--- config.mk ---
export PLATFORM = sky130hd
export DESIGN_NAME = window_3x3_neighbour_sum_flat
export DESIGN_NICKNAME = d
export VERILOG_FILES = /design/src/rtl/nbs_pkg.sv /design/src/rtl/nbs_if.sv /design/src/rtl/nbs_line_cell.sv /design/src/rtl/nbs_win_cell.sv /design/src/rtl/window_3x3_neighbour_sum.sv /design/src/flat_wrapper.sv
export SDC_FILE = /design/constraint.sdc
export NUM_CORES = 1
export LEC_CHECK = 0
export ABC_AREA = 1
export BUFFER_PORTS_ARGS = -buffer_cell sky130_fd_sc_hd__buf_2
export CAP_MARGIN = 15
export CORE_MARGIN = 2
export CORE_UTILIZATION = 45
export CTS_CLUSTER_SIZE = 28
export DETAILED_ROUTE_END_ITERATION = 10
export GPL_TIMING_DRIVEN = 0
export HOLD_SLACK_MARGIN = 0.15
export RECOVER_POWER = 25
export SLEW_MARGIN = 20
export SYNTH_ARGS = -nofsm -noshare
export SYNTH_HDL_FRONTEND = slang
export SYNTH_SLANG_ARGS = --single-unit
export TNS_END_PERCENT = 100
--- constraint.sdc ---
create_clock -name clk -period 7.15 [get_ports clk]
set_input_delay 1.43 -clock clk [delete_from_list [all_inputs] [get_ports clk]]
set_output_delay 1.43 -clock clk [all_outputs]
set_load 0.05 [all_outputs]
--- src/rtl/nbs_pkg.sv ---
// nbs_pkg: shared constants and types of the 3x3 neighbour-sum filter
// no dependencies; used by the interfaces, the cells and the top level
`default_nettype none

package nbs_pkg;

	// default frame limits for the top-level parameters
	localparam int DEF_MAX_WIDTH  = 32;
	localparam int DEF_MAX_HEIGHT = 1024;

	// register widths and reset values
	localparam int FRAME_WIDTH_BITS  = 6;
	localparam int FRAME_HEIGHT_BITS = 11;
	localparam int RESET_DIM         = 5;
	localparam int MIN_DIM           = 2;

	// configuration port
	localparam int CFG_INDEX_BITS = 2;
	localparam int CFG_DATA_BITS  = 11;
	localparam logic [CFG_INDEX_BITS-1:0] REG_FRAME_WIDTH  = 2'd0;
	localparam logic [CFG_INDEX_BITS-1:0] REG_FRAME_HEIGHT = 2'd1;

	localparam int SUM_BITS = 4;

	// result slots of one pixel, in delivery order
	localparam int NUM_SLOTS      = 4;
	localparam int SLOT_UP_LEFT   = 0;	// (r-1, c-1)
	localparam int SLOT_LAST_LEFT = 1;	// (r,   c-1) on the last row
	localparam int SLOT_UP_EDGE   = 2;	// (r-1, c)   on the last column
	localparam int SLOT_LAST_EDGE = 3;	// (r,   c)   last column of last row

	// one entry of the two line stores
	typedef struct packed {
		logic top;
		logic mid;
	} line_bits_t;

	// one column of the 3x3 window
	typedef struct packed {
		logic bot;
		logic mid;
		logic top;
	} col_bits_t;

endpackage

`default_nettype wire

--- src/rtl/nbs_if.sv ---
// nbs_if: valid/ready channels of the neighbour-sum filter
// pixel input, result output and configuration write; uses nbs_pkg
`default_nettype none

interface nbs_pix_if;
	logic valid;
	logic ready;
	logic pixel;

	modport source (output valid, output pixel, input ready);
	modport sink   (input valid, input pixel, output ready);
endinterface

interface nbs_res_if #(
	parameter int ROW_BITS = $clog2(nbs_pkg::DEF_MAX_HEIGHT),
	parameter int COL_BITS = $clog2(nbs_pkg::DEF_MAX_WIDTH)
);
	import nbs_pkg::*;

	logic                valid;
	logic                ready;
	logic [SUM_BITS-1:0] window_sum;
	logic [ROW_BITS-1:0] out_row;
	logic [COL_BITS-1:0] out_col;
	logic                last_in_run;
	logic                end_of_frame;

	modport source (output valid, output window_sum, output out_row, output out_col,
		output last_in_run, output end_of_frame, input ready);
	modport sink   (input valid, input window_sum, input out_row, input out_col,
		input last_in_run, input end_of_frame, output ready);
endinterface

interface nbs_cfg_if;
	import nbs_pkg::*;

	logic                      valid;
	logic                      ready;
	logic [CFG_INDEX_BITS-1:0] index;
	logic [CFG_DATA_BITS-1:0]  data;

	modport source (output valid, output index, output data, input ready);
	modport sink   (input valid, input index, input data, output ready);
endinterface

`default_nettype wire

--- src/rtl/nbs_line_cell.sv ---
// nbs_line_cell: one column entry of both line stores
// holds the pixel of the row above and of the row two above; uses nbs_pkg
`default_nettype none

module nbs_line_cell (
	input  wire                 clk,
	input  wire                 arst_n,
	input  wire                 wr_en,
	input  wire                 pixel,
	output nbs_pkg::line_bits_t bits
);
	import nbs_pkg::*;

	line_bits_t bits_q;

	always_ff @(posedge clk or negedge arst_n) begin
		if (!arst_n) begin
			bits_q <= '0;
		end else if (wr_en) begin
			// row above moves up one, new pixel becomes the row above
			bits_q.top <= bits_q.mid;
			bits_q.mid <= pixel;
		end
	end

	assign bits = bits_q;

endmodule

`default_nettype wire

--- src/rtl/nbs_win_cell.sv ---
// nbs_win_cell: one column of the 3x3 window, loaded from its neighbor
// cells form a chain newest to oldest; uses nbs_pkg for the column type
`default_nettype none

module nbs_win_cell (
	input  wire                clk,
	input  wire                arst_n,
	input  wire                shift,
	input  wire                restart,
	input  wire nbs_pkg::col_bits_t d,
	output nbs_pkg::col_bits_t q
);
	import nbs_pkg::*;

	col_bits_t col_q;

	always_ff @(posedge clk or negedge arst_n) begin
		if (!arst_n) begin
			col_q <= '0;
		end else if (shift) begin
			col_q <= restart ? col_bits_t'('0) : d;
		end
	end

	assign q = col_q;

endmodule

`default_nettype wire

--- src/rtl/window_3x3_neighbour_sum.sv ---
// window_3x3_neighbour_sum: 3x3 box sum over a binary raster image, zero padded
// top level; uses nbs_pkg, nbs_if interfaces, nbs_line_cell and nbs_win_cell
//
// Pixels enter in raster order, one per word on pix_in, and every image position
// leaves once as a count of set pixels in its 3x3 neighbourhood on res_out, tagged
// with its row and column. A pixel releases the sum above-left of it; the last
// column of a row also releases the sum above it, and on the frame's last row each
// of these is followed by the sum of the same column in that row, so a pixel
// releases 0 to 4 sums. One sum leaves per cycle while res_out is ready, through
// a single output register that is refilled while its word is taken, so pixels
// are taken one per cycle while res_out is ready and each releases at most one
// sum; a pixel releasing more sums holds pix_in until its last sum leaves (at each
// row end, at every pixel of the last row past its first column and at the
// frame's end). The line stores are a row of MAX_WIDTH cells indexed by column,
// the window a chain of three column cells. Frame width and height are clamped to
// 2..MAX_WIDTH and 2..MAX_HEIGHT and are written through cfg, which is always ready.
`default_nettype none

module window_3x3_neighbour_sum #(
	parameter int MAX_WIDTH  = nbs_pkg::DEF_MAX_WIDTH,
	parameter int MAX_HEIGHT = nbs_pkg::DEF_MAX_HEIGHT
) (
	input wire        clk,
	input wire        arst_n,
	nbs_cfg_if.sink   cfg,
	nbs_pix_if.sink   pix_in,
	nbs_res_if.source res_out
);
	import nbs_pkg::*;

	localparam int CW    = $clog2(MAX_WIDTH);
	localparam int RW    = $clog2(MAX_HEIGHT);
	localparam int WX    = FRAME_WIDTH_BITS + 1;
	localparam int HX    = (RW + 1 > FRAME_HEIGHT_BITS) ? RW + 1 : FRAME_HEIGHT_BITS;
	localparam int RST_W = (RESET_DIM > MAX_WIDTH) ? MAX_WIDTH : RESET_DIM;
	localparam int RST_H = (RESET_DIM > MAX_HEIGHT) ? MAX_HEIGHT : RESET_DIM;

	// configuration, stored already clamped
	logic [CW:0] width_q;
	logic [RW:0] height_q;
	logic [WX-1:0] w_raw;
	logic [HX-1:0] h_raw;
	logic [WX-1:0] w_clamp;
	logic [HX-1:0] h_clamp;

	assign cfg.ready = 1'b1;
	assign w_raw = WX'(cfg.data[FRAME_WIDTH_BITS-1:0]);
	assign h_raw = HX'(cfg.data[FRAME_HEIGHT_BITS-1:0]);

	always_comb begin
		if (w_raw < WX'(MIN_DIM)) begin
			w_clamp = WX'(MIN_DIM);
		end else if (w_raw > WX'(MAX_WIDTH)) begin
			w_clamp = WX'(MAX_WIDTH);
		end else begin
			w_clamp = w_raw;
		end
		if (h_raw < HX'(MIN_DIM)) begin
			h_clamp = HX'(MIN_DIM);
		end else if (h_raw > HX'(MAX_HEIGHT)) begin
			h_clamp = HX'(MAX_HEIGHT);
		end else begin
			h_clamp = h_raw;
		end
	end

	always_ff @(posedge clk or negedge arst_n) begin
		if (!arst_n) begin
			width_q  <= (CW + 1)'(RST_W);
			height_q <= (RW + 1)'(RST_H);
		end else if (cfg.valid && cfg.ready) begin
			case (cfg.index)
				REG_FRAME_WIDTH:  width_q  <= w_clamp[CW:0];
				REG_FRAME_HEIGHT: height_q <= h_clamp[RW:0];
				default: ;
			endcase
		end
	end

	// position counters
	logic [CW-1:0] col_q;
	logic [RW-1:0] row_q;
	logic          wrap;
	logic [CW-1:0] cur_col;
	logic [RW-1:0] cur_row;
	logic [CW:0]   col_inc;
	logic [RW:0]   row_inc;
	logic          end_col;
	logic          end_row;
	logic          accept;

	assign wrap    = ({1'b0, col_q} >= width_q) || ({1'b0, row_q} >= height_q);
	assign cur_col = wrap ? '0 : col_q;
	assign cur_row = wrap ? '0 : row_q;
	assign col_inc = {1'b0, cur_col} + (CW + 1)'(1);
	assign row_inc = {1'b0, cur_row} + (RW + 1)'(1);
	assign end_col = (col_inc == width_q);
	assign end_row = (row_inc == height_q);
	assign accept  = pix_in.valid && pix_in.ready;

	always_ff @(posedge clk or negedge arst_n) begin
		if (!arst_n) begin
			col_q <= '0;
			row_q <= '0;
		end else if (accept) begin
			if (end_col) begin
				col_q <= '0;
				row_q <= end_row ? '0 : row_inc[RW-1:0];
			end else begin
				col_q <= col_inc[CW-1:0];
				row_q <= cur_row;
			end
		end
	end

	// line stores: one cell per column
	line_bits_t cell_bits [MAX_WIDTH];
	logic [MAX_WIDTH-1:0] col_sel;
	line_bits_t rd_bits;

	for (genvar i = 0; i < MAX_WIDTH; i++) begin : g_line
		assign col_sel[i] = (cur_col == CW'(i));
		nbs_line_cell u_line (
			.clk    (clk),
			.arst_n (arst_n),
			.wr_en  (accept && col_sel[i]),
			.pixel  (pix_in.pixel),
			.bits   (cell_bits[i])
		);
	end

	always_comb begin
		rd_bits = '0;
		for (int i = 0; i < MAX_WIDTH; i++) begin
			rd_bits = rd_bits | (col_sel[i] ? cell_bits[i] : line_bits_t'('0));
		end
	end

	// window: chain of column cells, index 2 newest
	col_bits_t new_col;
	col_bits_t win [3];

	assign new_col.top = rd_bits.top;
	assign new_col.mid = rd_bits.mid;
	assign new_col.bot = pix_in.pixel;

	nbs_win_cell u_win_new (
		.clk     (clk),
		.arst_n  (arst_n),
		.shift   (accept),
		.restart (1'b0),
		.d       (new_col),
		.q       (win[2])
	);

	nbs_win_cell u_win_mid (
		.clk     (clk),
		.arst_n  (arst_n),
		.shift   (accept),
		.restart (cur_col == '0),
		.d       (win[2]),
		.q       (win[1])
	);

	nbs_win_cell u_win_old (
		.clk     (clk),
		.arst_n  (arst_n),
		.shift   (accept),
		.restart (cur_col == '0),
		.d       (win[1]),
		.q       (win[0])
	);

	// pending sums of the last pixel; the window holds its data until they are gone
	logic [NUM_SLOTS-1:0] pend_q;
	logic [NUM_SLOTS-1:0] new_pend;
	logic [NUM_SLOTS-1:0] sel;
	logic [NUM_SLOTS-1:0] pend_rest;
	logic [RW-1:0]        row_s1;
	logic [CW-1:0]        col_s1;
	logic                 full_s1;
	logic                 can_load;
	logic                 emit;

	always_comb begin
		new_pend                 = '0;
		new_pend[SLOT_UP_LEFT]   = (cur_row != '0) && (cur_col != '0);
		new_pend[SLOT_LAST_LEFT] = new_pend[SLOT_UP_LEFT] && end_row;
		new_pend[SLOT_UP_EDGE]   = (cur_row != '0) && end_col;
		new_pend[SLOT_LAST_EDGE] = new_pend[SLOT_UP_EDGE] && end_row;
	end

	assign sel          = pend_q & (~pend_q + NUM_SLOTS'(1));
	assign pend_rest    = pend_q & ~sel;
	assign can_load     = !res_out.valid || res_out.ready;
	assign emit         = (pend_q != '0) && can_load;
	assign pix_in.ready = (pend_q == '0) || (emit && (pend_rest == '0));

	always_ff @(posedge clk or negedge arst_n) begin
		if (!arst_n) begin
			pend_q <= '0;
		end else if (accept) begin
			pend_q <= new_pend;
		end else if (emit) begin
			pend_q <= pend_rest;
		end
	end

	always_ff @(posedge clk) begin
		if (accept) begin
			row_s1  <= cur_row;
			col_s1  <= cur_col;
			full_s1 <= ({1'b0, cur_row} >= (RW + 1)'(MIN_DIM));
		end
	end

	// sum of the selected slot
	logic                all_cols;
	logic                up_row;
	logic                use_top;
	logic [SUM_BITS-1:0] sum;

	assign all_cols = sel[SLOT_UP_LEFT] || sel[SLOT_LAST_LEFT];
	assign up_row   = sel[SLOT_UP_LEFT] || sel[SLOT_UP_EDGE];
	assign use_top  = up_row && full_s1;

	always_comb begin
		sum = '0;
		for (int k = 0; k < 3; k++) begin
			if (k != 0 || all_cols) begin
				sum = sum + SUM_BITS'(win[k].top && use_top) + SUM_BITS'(win[k].mid)
					+ SUM_BITS'(win[k].bot);
			end
		end
	end

	// output register
	always_ff @(posedge clk or negedge arst_n) begin
		if (!arst_n) begin
			res_out.valid <= 1'b0;
		end else if (emit) begin
			res_out.valid <= 1'b1;
		end else if (res_out.ready) begin
			res_out.valid <= 1'b0;
		end
	end

	always_ff @(posedge clk) begin
		if (emit) begin
			res_out.window_sum   <= sum;
			res_out.out_row      <= up_row ? row_s1 - RW'(1) : row_s1;
			res_out.out_col      <= all_cols ? col_s1 - CW'(1) : col_s1;
			res_out.last_in_run  <= (pend_rest == '0);
			res_out.end_of_frame <= sel[SLOT_LAST_EDGE];
		end
	end

endmodule

`default_nettype wire
--- src/flat_wrapper.sv ---
// flat-port wrapper written by rule: the top's interface ports become plain ports
module window_3x3_neighbour_sum_flat import nbs_pkg::*;
#(
	parameter int MAX_WIDTH  = nbs_pkg::DEF_MAX_WIDTH,
	parameter int MAX_HEIGHT = nbs_pkg::DEF_MAX_HEIGHT
)
  (clk, arst_n, cfg_valid, cfg_index, cfg_data, cfg_ready, pix_in_valid, pix_in_pixel, pix_in_ready, res_out_valid, res_out_window_sum, res_out_out_row, res_out_out_col, res_out_last_in_run, res_out_end_of_frame, res_out_ready);
  nbs_cfg_if cfg_i ();
  nbs_pix_if pix_in_i ();
  nbs_res_if res_out_i ();
  input wire clk;
  input wire arst_n;
  input wire logic [$bits(cfg_i.valid)-1:0] cfg_valid;
  input wire logic [$bits(cfg_i.index)-1:0] cfg_index;
  input wire logic [$bits(cfg_i.data)-1:0] cfg_data;
  output wire logic [$bits(cfg_i.ready)-1:0] cfg_ready;
  input wire logic [$bits(pix_in_i.valid)-1:0] pix_in_valid;
  input wire logic [$bits(pix_in_i.pixel)-1:0] pix_in_pixel;
  output wire logic [$bits(pix_in_i.ready)-1:0] pix_in_ready;
  output wire logic [$bits(res_out_i.valid)-1:0] res_out_valid;
  output wire logic [$bits(res_out_i.window_sum)-1:0] res_out_window_sum;
  output wire logic [$bits(res_out_i.out_row)-1:0] res_out_out_row;
  output wire logic [$bits(res_out_i.out_col)-1:0] res_out_out_col;
  output wire logic [$bits(res_out_i.last_in_run)-1:0] res_out_last_in_run;
  output wire logic [$bits(res_out_i.end_of_frame)-1:0] res_out_end_of_frame;
  input wire logic [$bits(res_out_i.ready)-1:0] res_out_ready;
  assign cfg_i.valid = cfg_valid;
  assign cfg_i.index = cfg_index;
  assign cfg_i.data = cfg_data;
  assign cfg_ready = cfg_i.ready;
  assign pix_in_i.valid = pix_in_valid;
  assign pix_in_i.pixel = pix_in_pixel;
  assign pix_in_ready = pix_in_i.ready;
  assign res_out_valid = res_out_i.valid;
  assign res_out_window_sum = res_out_i.window_sum;
  assign res_out_out_row = res_out_i.out_row;
  assign res_out_out_col = res_out_i.out_col;
  assign res_out_last_in_run = res_out_i.last_in_run;
  assign res_out_end_of_frame = res_out_i.end_of_frame;
  assign res_out_i.ready = res_out_ready;
  window_3x3_neighbour_sum #(.MAX_WIDTH(MAX_WIDTH), .MAX_HEIGHT(MAX_HEIGHT)) u_core (.clk(clk), .arst_n(arst_n), .cfg(cfg_i), .pix_in(pix_in_i), .res_out(res_out_i));
endmodule
==> impl_metrics.yaml <==
logic_synthesis:
  syn_inst: 981
  ys_warn_count: 0
  synthFlopType: "dfrtp_1"
  synth-edff-count: 37
  ys_seq_elements: 147
  syn_area_per_cell_um2: 8.31
  synthesis.area_um2: 8160
  async_flop_share: 0.748
  synth_cell_type_count: 48
  yosysSeqAreaShare: 0.474
  synth_nets: 1037
critical_path:
  path_cells: "clkbuf_1"
  end_kind: "asynchronous set/reset pin"
  cp.buffers_inverters: 1
  cpMaxStageDelayCell: "clkbuf_1"
  path_class: "primary input to asynchronous set/reset pin"
  critical_path.max_stage_delay_ns: 2.50
  critical_path_required_ns: 6.86
  path_max_fanout: 65
  worstSetupStartpointType: "primary input"
  cp.arrival_ns: 3.99
  crit_family: "buffers and inverters"
global_routing:
  grt_use_met2: 0.309
  grt_util_met1: 0.324
  track_usage: 0.214
  grt.busiest_layer: "met1"
  grt_start_max_net_pins: 66
  grt_pass1_vias: 6309
  antenna_found_initial: 0
  gr-total-overflow: 0
  grt_use_met3: 0.0473
  grt_pass1_wl_um: 32700
sta:
  setup_viol: 0
  finalHoldViolations: 0
  tns_ns: 0
  slew-limit-headroom: -1.42
  period_minus_slack_ns: 4.28
  rsz0062_at_grt: "false"
  maxSlewViolCount: 65
  finalCritPeriodShare: 0.599
  timing.fmax_ghz: 0.234
  fin_skew_ns: 0.00898
  worstMarginPinSlew_ns: 3.63
power_and_ir_drop:
  irDropWorstVdd_mv: 0.244
  powerDensity_nw_per_um2: 413
  total_power_mw: 3.82
  power_leakage_nw: 4.44
floorplan:
  io_pins: 43
  rows: 49
  die_h_um: 139
  core_area_um2: 17900
  start_util: 0.456
  die_area_um2: 19200
  die_x_um: 139
routing:
  vias: 6656
  ant_nets: 0
  drc: 0
  viasPerCell: 5.18
  wl_per_cell_um: 15.2
  wl_um: 19500
  drtIter0Drc: 514
  dr.pass1.iters: 5
clocking:
  clock_latency_ns: 0.43
  clock_sinks: 147
  cts_hold_buf: 0
  cts.clk_slew.worst_paths_ns: 0.06
  numCtsBuffers: 17
  ctsResizeCount: 0
  post_cts_buffers: 0
  cts_tree: "built"
  clockBufferDepth: 2
  cts_max_level: 4
  cts_root_buf: "clkbuf_16"
final_layout:
  stdcell_area_um2: 9260
  regArea_um2: 3870
  fin_util: 0.517
  drive_above_1_share: 0.128
  synthToLayoutAreaGrowth_pct: 13.5
  final_nets: 1099
  nFillCells: 1715
  multi_input_area_um2: 3700
  antenna_cells: 0
place:
  dp_hpwl_um: 14700
  dpl_cell_area_um2: 8700
  portBuffers: 41
  routabilityCongestion: 0.903
outcome:
  violations: "capacitance limit, slew limit"
  outcome: "finished, violations left"
min_path:
  hp-class: "flip-flop to flip-flop"
job:
  drv_cap: 1
==> metrics by stage <==
stage,cells,hold slack (ns),setup WS [ns]
finish,1285,0.477,2.87
global route,1285,0.503,2.08
CTS,1285,0.480,2.97
detailed placement,1253,0.464,3.00
global placement,1251,0.460,3.03
floorplan,981,0.442,3.74
==> where the power goes <==
group	switching, mW	internal [mW]	total [mW]
Sequential	0.168	1.17	1.34
Combinational	1.14	0.468	1.61
Clock	0.392	0.489	0.881
==> per-layer routing <==
layer	vias up	part of all wire
li1	3349	-
met1	3095	0.51
met2	183	0.42
met3	29	0.060
met4	0	0.013
met5	-	0
==> cell usage in the layout, fill, tap and decap left out, types with 3 or more instances in the layout <==
master / synthesis / routed
o21ai_0: 62 / 62
inv_2: 5 / 5
a21oi_1: 32 / 32
nand2_2: 4 / 4
clkinv_4: 0 / 3
buf_2: 11 / 51
nand4_1: 22 / 22
inv_8: 0 / 3
nand3_1: 53 / 53
nor2_4: 5 / 4
nor2_2: 4 / 5
o22ai_1: 14 / 14
dfstp_2: 4 / 4
clkbuf_16: 0 / 17
mux2_2: 16 / 16
xor2_1: 12 / 12
inv_6: 0 / 4
mux2_1: 7 / 7
nand2_1: 275 / 275
clkbuf_1: 6 / 7
nor2_1: 84 / 84
fa_1: 5 / 5
inv_1: 120 / 120
dfrtp_1: 106 / 106
ha_1: 32 / 32
nor3_1: 31 / 31
xnor2_1: 6 / 6
edfxtp_1: 37 / 37
==> logic make-up (layout without fill, tap and decap cells) <==
family | Yosys count | in the layout | synth area share
buf+inv | 146 | 221 | 0.0710
compound gates | 121 | 121 | 0.0810
mux | 24 | 24 | 0.0330
flops | 147 | 147 | 0.474
fa+ha+maj | 37 | 37 | 0.0614
xor+xnor | 18 | 18 | 0.0193
other cells | 1 | 1 | 0.000460
simple gates | 487 | 487 | 0.259
==> final cells by class <==
| type | count | area share |
|---|---|---|
| Timing Repair Buffer | 43 | 0.0266 |
| Sequential cell | 147 | 0.418 |
| Tap cell | 229 | 0.0310 |
| Inverter | 126 | 0.0514 |
| Buffer | 20 | 0.0112 |
| Clock inverter | 15 | 0.0161 |
| Multi-Input combinational cell | 688 | 0.400 |
| Clock buffer | 17 | 0.0460 |
==> synthesized netlist by cell type, types with 2 or more instances <==
cell	count	area share
o21bai_1	2	0.0018
clkbuf_1	6	0.0028
buf_4	2	0.0018
nor2_2	4	0.0031
xnor2_1	6	0.0064
nand2_1	275	0.13
dfstp_2	4	0.013
a21oi_1	32	0.020
nand3_1	53	0.033
mux2_1	7	0.0097
fa_1	5	0.012
buf_2	11	0.0068
nand2_2	4	0.0031
nor2_1	84	0.039
o21ai_0	62	0.038
edfxtp_1	37	0.14
ha_1	32	0.049
inv_2	5	0.0023
nand4_1	22	0.017
o21a_1	2	0.0018
dfrtp_1	106	0.33
xor2_1	12	0.013
o21ai_1	2	0.0012
nor2_4	5	0.0069
nor3_1	31	0.019
o22ai_1	14	0.011
inv_1	120	0.055
mux2_2	16	0.022
==> sequential cells by signal, indices dropped and copies added, names as in the netlist, 3 cells and up <==
name / cells
u_core.col_s1: 5
u_core.row_q: 10
u_core.height_q: 11
u_core.width_q: 6
u_core.u_win_old.q: 3
u_core.pend_q: 4
u_core.g_line.u_line.bits: 64
u_core.res_out.out_row: 10
u_core.row_s1: 10
u_core.res_out.window_sum: 4
u_core.res_out.out_col: 5
u_core.col_q: 5
u_core.u_win_mid.q: 3
u_core.u_win_new.q: 3
==> worst paths after layout <==
kind	from	to	slack (ns)	cells past startpoint
setup / recovery	arst_n	u_core.g_line[14].u_line.bits[1]	2.87	1
hold / removal	u_core.g_line[12].u_line.bits[1]	u_core.g_line[12].u_line.bits[1]	0.48	2
setup reg to reg	u_core.height_q[2]	u_core.row_q[3]	2.98	22
hold reg to reg	u_core.g_line[12].u_line.bits[1]	u_core.g_line[12].u_line.bits[1]	0.48	2
max in group clk	u_core.height_q[2]	u_core.row_q[3]	2.98	22
min in group asynchronous	arst_n	u_core.height_q[3]	2.23	1
Power figures use the tool's default switching activity.
